**src/rtl/core/brdt_pkg.sv**
```systemverilog
// brdt_pkg: shared constants, types and compact-word helpers for the retarget block
`timescale 1ns / 1ps
package brdt_pkg;

    // register indexes on the configuration port
    localparam logic [1:0] REG_WORK_LIMIT     = 2'd0;
    localparam logic [1:0] REG_STAKE_LIMIT    = 2'd1;
    localparam logic [1:0] REG_STAKE_V2_LIMIT = 2'd2;

    // history codes
    localparam logic [1:0] HIST_FULL        = 2'd0;
    localparam logic [1:0] HIST_SHORT_CHAIN = 2'd1;

    localparam logic [31:0] LIMIT_RESET = 32'h1E0F_FFFF;
    // compact form of 2^256-1
    localparam logic [31:0] SAT_WORD    = 32'h2100_FFFF;

    // target spacing, spacing cap, (interval-1)*spacing and (interval+1)*spacing
    localparam logic [6:0]  SPACING_V1 = 7'd60;
    localparam logic [6:0]  SPACING_V2 = 7'd64;
    localparam logic [9:0]  CAP_V1     = 10'd600;
    localparam logic [9:0]  CAP_V2     = 10'd640;
    localparam logic [16:0] BASE_V1    = 17'd86340;
    localparam logic [16:0] BASE_V2    = 17'd86336;
    localparam logic [16:0] DIVISOR_V1 = 17'd86460;
    localparam logic [16:0] DIVISOR_V2 = 17'd86464;

    // long division datapath: 96-bit dividend, 8 quotient bits per stage
    localparam int WORK_W         = 96;
    localparam int BITS_PER_STAGE = 8;
    localparam int DIV_STAGES     = WORK_W / BITS_PER_STAGE;

    typedef struct packed {
        logic [22:0] mant;   // value of the low three bytes
        logic [7:0]  shift;  // byte offset of that value
        logic [1:0]  top;    // top nonzero byte within mant
        logic        zero;
        logic        ovf;    // needs more than 256 bits
    } dec_t;

    typedef struct packed {
        logic        force_limit;
        logic        lsat;
        logic        lzero;
        logic [8:0]  tl;         // top byte index of the limit
        logic [23:0] l3;         // top three bytes of the limit
        logic [31:0] lim_word;   // limit in compact form
        logic [7:0]  d;          // bytes shifted beyond the division
    } side_t;

    function automatic dec_t decode(input logic [31:0] bits);
        dec_t        r;
        logic [7:0]  size;
        logic [22:0] m;
        logic [8:0]  tpos;
        size = bits[31:24];
        m    = bits[22:0];
        case (size)
            8'd0:    r.mant = '0;
            8'd1:    r.mant = m >> 16;
            8'd2:    r.mant = m >> 8;
            default: r.mant = m;
        endcase
        r.shift = (size > 8'd3) ? size - 8'd3 : 8'd0;
        if (r.mant[22:16] != '0) begin
            r.top = 2'd2;
        end else if (r.mant[15:8] != '0) begin
            r.top = 2'd1;
        end else begin
            r.top = 2'd0;
        end
        r.zero = (r.mant == '0);
        tpos   = {1'b0, r.shift} + {7'd0, r.top};
        r.ovf  = !r.zero && (tpos >= 9'd32);
        return r;
    endfunction

    // top byte of the value moved to bits 23:16
    function automatic logic [23:0] norm3(input dec_t v);
        logic [23:0] r;
        case (v.top)
            2'd2:    r = {1'b0, v.mant};
            2'd1:    r = {v.mant[15:0], 8'h00};
            default: r = {v.mant[7:0], 16'h0000};
        endcase
        return r;
    endfunction

    function automatic logic [31:0] encode(input logic [8:0] t, input logic [23:0] c);
        logic [8:0] sz;
        logic [31:0] r;
        if (c[23]) begin
            sz = t + 9'd2;
            r  = {sz[7:0], 8'h00, c[23:8]};
        end else begin
            sz = t + 9'd1;
            r  = {sz[7:0], c};
        end
        return r;
    endfunction

endpackage

```
**src/rtl/core/brdt_divider.sv**
```systemverilog
// brdt_divider: pipelined restoring division by the spacing-dependent constant
`timescale 1ns / 1ps
module brdt_divider
    import brdt_pkg::*;
(
    input  logic              aclk,
    input  logic              aresetn,
    input  logic              en,
    input  logic              in_valid,
    input  logic [WORK_W-1:0] in_work,
    input  logic              in_v2,
    input  side_t             in_side,
    output logic              out_valid,
    output logic [WORK_W-1:0] out_quo,
    output logic [16:0]       out_rem,
    output logic              out_v2,
    output side_t             out_side
);

    typedef struct packed {
        logic [16:0]       rem;
        logic [WORK_W-1:0] work;
    } step_t;

    // dividend shifts out at the top, quotient bits shift in at the bottom
    function automatic step_t div_step(input logic [16:0] rem_in,
                                       input logic [WORK_W-1:0] work_in,
                                       input logic [16:0] dvs);
        step_t       r;
        logic [17:0] t;
        r.rem  = rem_in;
        r.work = work_in;
        for (int i = 0; i < BITS_PER_STAGE; i++) begin
            t      = {r.rem, r.work[WORK_W-1]};
            r.work = {r.work[WORK_W-2:0], 1'b0};
            if (t >= {1'b0, dvs}) begin
                r.rem     = 17'(t - {1'b0, dvs});
                r.work[0] = 1'b1;
            end else begin
                r.rem = t[16:0];
            end
        end
        return r;
    endfunction

    logic              valid_reg [DIV_STAGES];
    logic [WORK_W-1:0] work_reg  [DIV_STAGES];
    logic [16:0]       rem_reg   [DIV_STAGES];
    logic              v2_reg    [DIV_STAGES];
    side_t             side_reg  [DIV_STAGES];

    genvar g;
    for (g = 0; g < DIV_STAGES; g++) begin : g_stage
        logic              vin;
        logic [WORK_W-1:0] win;
        logic [16:0]       rin;
        logic              v2in;
        side_t             sin;
        step_t             stage_next;

        if (g == 0) begin : g_first
            assign vin  = in_valid;
            assign win  = in_work;
            assign rin  = '0;
            assign v2in = in_v2;
            assign sin  = in_side;
        end else begin : g_rest
            assign vin  = valid_reg[g-1];
            assign win  = work_reg[g-1];
            assign rin  = rem_reg[g-1];
            assign v2in = v2_reg[g-1];
            assign sin  = side_reg[g-1];
        end

        assign stage_next = div_step(rin, win, v2in ? DIVISOR_V2 : DIVISOR_V1);

        always_ff @(posedge aclk) begin
            if (!aresetn) begin
                valid_reg[g] <= 1'b0;
            end else if (en) begin
                valid_reg[g] <= vin;
            end
        end

        always_ff @(posedge aclk) begin
            if (en) begin
                work_reg[g] <= stage_next.work;
                rem_reg[g]  <= stage_next.rem;
                v2_reg[g]   <= v2in;
                side_reg[g] <= sin;
            end
        end
    end

    assign out_valid = valid_reg[DIV_STAGES-1];
    assign out_quo   = work_reg[DIV_STAGES-1];
    assign out_rem   = rem_reg[DIV_STAGES-1];
    assign out_v2    = v2_reg[DIV_STAGES-1];
    assign out_side  = side_reg[DIV_STAGES-1];

    // the remainder always stays below the divisor
    a_rem_below_div: assert property (@(posedge aclk) disable iff (!aresetn)
        out_valid |-> (out_rem < (out_v2 ? DIVISOR_V2 : DIVISOR_V1)))
        else $error("division remainder not below divisor");

endmodule

```
**config.mk**
```make
export PLATFORM = sky130hd
export DESIGN_NAME = brdt_divider
export DESIGN_NICKNAME = d
export VERILOG_FILES = /design/src/rtl/core/brdt_pkg.sv /design/src/rtl/core/brdt_divider.sv
export SDC_FILE = /design/constraint.sdc
export NUM_CORES = 2
export LEC_CHECK = 0
export ABC_CLOCK_PERIOD_IN_PS = 61200
export BUFFER_PORTS_ARGS = -buffer_cell sky130_fd_sc_hd__buf_2
export CORE_MARGIN = 10
export CORE_UTILIZATION = 45
export DETAILED_ROUTE_END_ITERATION = 12
export SLEW_MARGIN = 25
export SYNTH_ARGS = -nofsm -noshare
export SYNTH_HDL_FRONTEND = slang
export SYNTH_SLANG_ARGS = --single-unit
```
**constraint.sdc**
```tcl
create_clock -name aclk -period 61.2 [get_ports aclk]
set_clock_uncertainty 0.1 [all_clocks]
set_input_delay 0 -clock aclk [delete_from_list [all_inputs] [get_ports aclk]]
set_output_delay 0 -clock aclk [all_outputs]
set_load 0.01 [all_outputs]
```
# After elaboration in Yosys (flattened, before gate mapping)
# Memories as Yosys holds them, arrays and structs flattened.
# Cells that the tools add are included.
# op_classes
n_addsub,96
mul,0
div_mod_pow,0
n_lt_le_gt_ge,96
eq_ne,0
n_shift,0
muxes,221
n_bitwise,12
n_reduce_logical,0
# ops
op,n
18-bit by 17-bit greater-or-equal comparator with 1-bit output,95
17-bit two-way mux,96
17-bit subtractor,95
1-bit two-way mux,113
7-bit two-way mux,12
1-bit by 17-bit greater-or-equal comparator with 1-bit output,1
1-bit by 17-bit subtractor with 17-bit output,1
1-bit bitwise OR,12
# word_totals
ff_bits,0
latch_bits,0
ram_bits,2292
romBits,0
inputBits,177
output_inout_bits,191
elab_cells,430
n_memories,5
# mem_list
name,depth,width,read_ports,rd_clocked_by_memory_dff,wr,line,text
work_reg,12,96,12,0,12,brdt_divider.sv:47,logic [WORK_W-1:0] work_reg [DIV_STAGES];
side_reg,12,76,12,0,12,brdt_divider.sv:50,side_t side_reg [DIV_STAGES];
rem_reg,12,17,12,0,12,brdt_divider.sv:48,logic [16:0] rem_reg [DIV_STAGES];
v2_reg,12,1,12,0,12,brdt_divider.sv:49,logic v2_reg [DIV_STAGES];
valid_reg,12,1,12,0,12,brdt_divider.sv:46,logic valid_reg [DIV_STAGES];

# Logic depth before layout (Yosys ltp)
# An unclocked memory read counts as a cell.
# depth
ltp_word,18
depth_mapped,107
depth_no_buf,94

# Worst setup path after synthesis
# No wires, ideal clock.
# synth_path
path_type,register -> register
startpoint,mem v2_reg[5][0] (netlist: v2_reg[1][1])
endpoint,mem rem_reg[6][9] (netlist: rem_reg[1][43]) (data pin)
setup_time_ns,0.260
arrival_ns,19.978
required_time_ns,60.840
path_slack_ns,40.862
stages_incl_launch_ff,104
path_buffers,17
synth_period_minus_slack_ns,20.338
path_cell_list,edfxtp_1 > clkbuf_1 > clkbuf_1 > inv_1 > clkbuf_1 > buf_1 > ha_1 > fa_1 > nand2b_1 > a21oi_1 > o31a_2 > o21ai_4 > buf_6 > o31a_2 > inv_1 > ha_1 > nand2_1 > nor2_1 > [68 not listed] > a31oi_4 > o21a_1 > a2bb2oi_4 > o21ai_2 > clkbuf_8 > clkbuf_8 > mux2_2 > ha_1 > o21a_1 > o21ai_0 > or2b_2 > a21oi_1 > o211ai_1 > o211ai_2 > o21ai_2 > buf_4 > nand2_1 > xnor2_1
# synth_lines
item,line
from (decl),brdt_divider.sv:49
to (decl),brdt_divider.sv:48

==> results.yml <==
timing:
  period_needed_ns: 24.91
  setup_viol: 0
  final_max_slew_viol_count: 0
  final-hold-violation-count: 0
  max_freq_mhz: 40.1
  final.setup.tns_ns: 0
  relSlewSlack: 0.271
  grt_setup_unrepaired: "false"
  period_share: 0.407
  tightestPinTransition_ns: 1.09
final_layout:
  drive_above_1_share: 0.109
  fin_util: 0.508
  largest_reg_flops: 968
  final_cell_mix: "2097 x edfxtp_1, 986 x nor2_1, 954 x nand2_1"
  area_growth_syn_to_layout_pct: 12.3
  multi_input_area_mm2: 0.0648
  final_common_cell: "edfxtp_1"
  fill_cells: 25800
  num-nets-final: 13700
  seq_area_mm2: 0.0630
setup_path:
  slowest_delay_ns: 0.83
  arrival_ns: 25.44
  end_kind: "flop"
  crit_required_ns: 61.73
  path_class: "reg2reg"
  cp_slowest_cell: "a211oi_2"
  worstPathMaxFanout: 34
  critPathLaunchType: "flop"
clock_network:
  hold_buffers: 352
  clock_path_buffers: 4
  numCtsBuffers: 221
  clock-root-buffer: "clkbuf_16"
  cts_sinks: 2098
  ctsResizeCount: 0
  cts_setup_buffers: 0
  clk_latency_ns: 0.91
  cts_tree: "built"
  path_clk_slew_ns: 0.06
  h-tree-depth: 4
routing:
  first_pass_iters: 6
  detail_route.wl_per_cell_um: 19.3
  vias: 102000
  drt_iter0_markers: 9399
  vias_per_cell: 5.96
  drc: 0
  ant_nets: 0
  routed_wl_um: 332000
logic_synthesis:
  yosys.area.top_type_share: 0.479
  yosysWarningCount: 0
  ys_types: 188
  synth-async-reset-ratio: 0
  synth_area_leaders: "edfxtp_1 48%, xnor2_1 4.4%, ha_1 4.1%, nor2_1 2.8%, a21oi_1 2.8%"
  synth_cells: 12400
  ys_seq_area_frac: 0.479
  synth_ff_type: "edfxtp_1"
  ys_seq_elements: 2098
  avgSynthCellArea_um2: 10.6
  synth_edf_count: 2097
  netlist_area_mm2: 0.132
  synth.largest_area_cell: "edfxtp_1"
place:
  io_buffers: 351
  gp_congestion: 0.921
  hpwl_um: 243000
floorplan:
  die_area_mm2: 0.314
  core_mm2: 0.291
  num_io_pins: 368
  rows: 198
  chipWidth_um: 561
  initial_core_util: 0.452
  dieHeight_um: 561
global_route:
  grt_pass1_vias: 97800
  grt_max_degree: 184
  antenna_found_initial: 13
  grt_overflow: 0
  grt_pass1_wl_um: 532000
  grt_usage: 0.199
hold_path:
  hp-class: "in2reg"
status:
  status: "finished clean"
flow_run:
  cap_violations: 0
## kinds of logic (layout without fill, tap and decap cells)
logic type | count (synthesis) | after routing | share of synthesized area
compound gates | 3741 | 3741 | 0.206
xor+xnor | 961 | 961 | 0.0649
fa+ha+maj | 441 | 441 | 0.0425
buf+inv | 868 | 1697 | 0.0290
flops | 2098 | 2098 | 0.479
mux | 289 | 289 | 0.0234
other cells | 1 | 17 | 0.0000285
simple gates | 4030 | 4030 | 0.156
## worst paths after layout
kind                                        from  slack [ns]                to  depth (start not counted)
worst min register to register  side_reg[0][127]        0.28  side_reg[0][203]                          0
worst max-delay path                v2_reg[0][1]       36.29    rem_reg[0][40]                         85
worst min-delay path                          en         0.1   side_reg[0][55]                          2
worst max register to register      v2_reg[0][1]       36.29    rem_reg[0][40]                         85
## critical path: cells and delay by family (launching register included)
| family | cells | cell delay (ns) |
|---|---|---|
| compound gates | 47 | 13.18 |
| xor+xnor | 1 | 0.10 |
| fa+ha+maj | 9 | 2.98 |
| buf+inv | 6 | 1.71 |
| flops | 1 | 0.55 |
| mux | 3 | 1.03 |
| simple gates | 19 | 4.93 |
## routing by layer
layer	track usage	vias to the layer above	wire [µm]
met5	0	-	0
met4	0.0483	0	7520
met3	0.0238	506	18400
met2	0.324	3210	153000
met1	0.284	49400	153000
li1	-	49200	-
## metrics by stage
step	cells	hold slack (ns)	setup WS [ns]	instance area (µm²)
after floorplan	12400	-0.00113	40.86	132000
after global placement	16400	0.0761	37.22	137000
after detailed placement	16400	0.0781	36.62	137000
after CTS	17200	0.0432	36.49	148000
after global routing	17200	0.130	33.92	148000
final	17200	0.0997	36.29	148000
## area by class of cell
| type | count | area share |
|---|---|---|
| antenna | 1 | 0.0000169 |
| clock buffer | 266 | 0.0386 |
| clock inverter | 138 | 0.0102 |
| inverter | 520 | 0.0133 |
| multi-input combinational | 9478 | 0.439 |
| sequential | 2098 | 0.426 |
| tap | 3900 | 0.0330 |
| timing repair buffer | 773 | 0.0398 |
## Yosys cell counts, drive strengths merged (56+ instances only)
cell	instances
or2	138
nor2	1007
a211oi	180
buf	203
o21a	194
and2	148
a31oi	172
nor2b	123
a22oi	79
edfxtp	2097
o22ai	90
mux2	99
a31o	57
o31ai	154
nor3	380
ha	431
o211ai	212
a21o	183
o211a	60
a21oi	753
or3	132
a211o	62
nand2	957
inv	512
or4	57
o2111ai	56
mux2i	189
nand3	325
a2111oi	59
o31a	57
nor4	69
and3	152
clkbuf	145
xor2	291
nand4	135
a21boi	56
nand2b	166
xnor2	669
o21ai	716
Power is left out: the tool's default activity adds up to more than one toggle a clock period on the data nets, which glitch-free logic cannot reach.
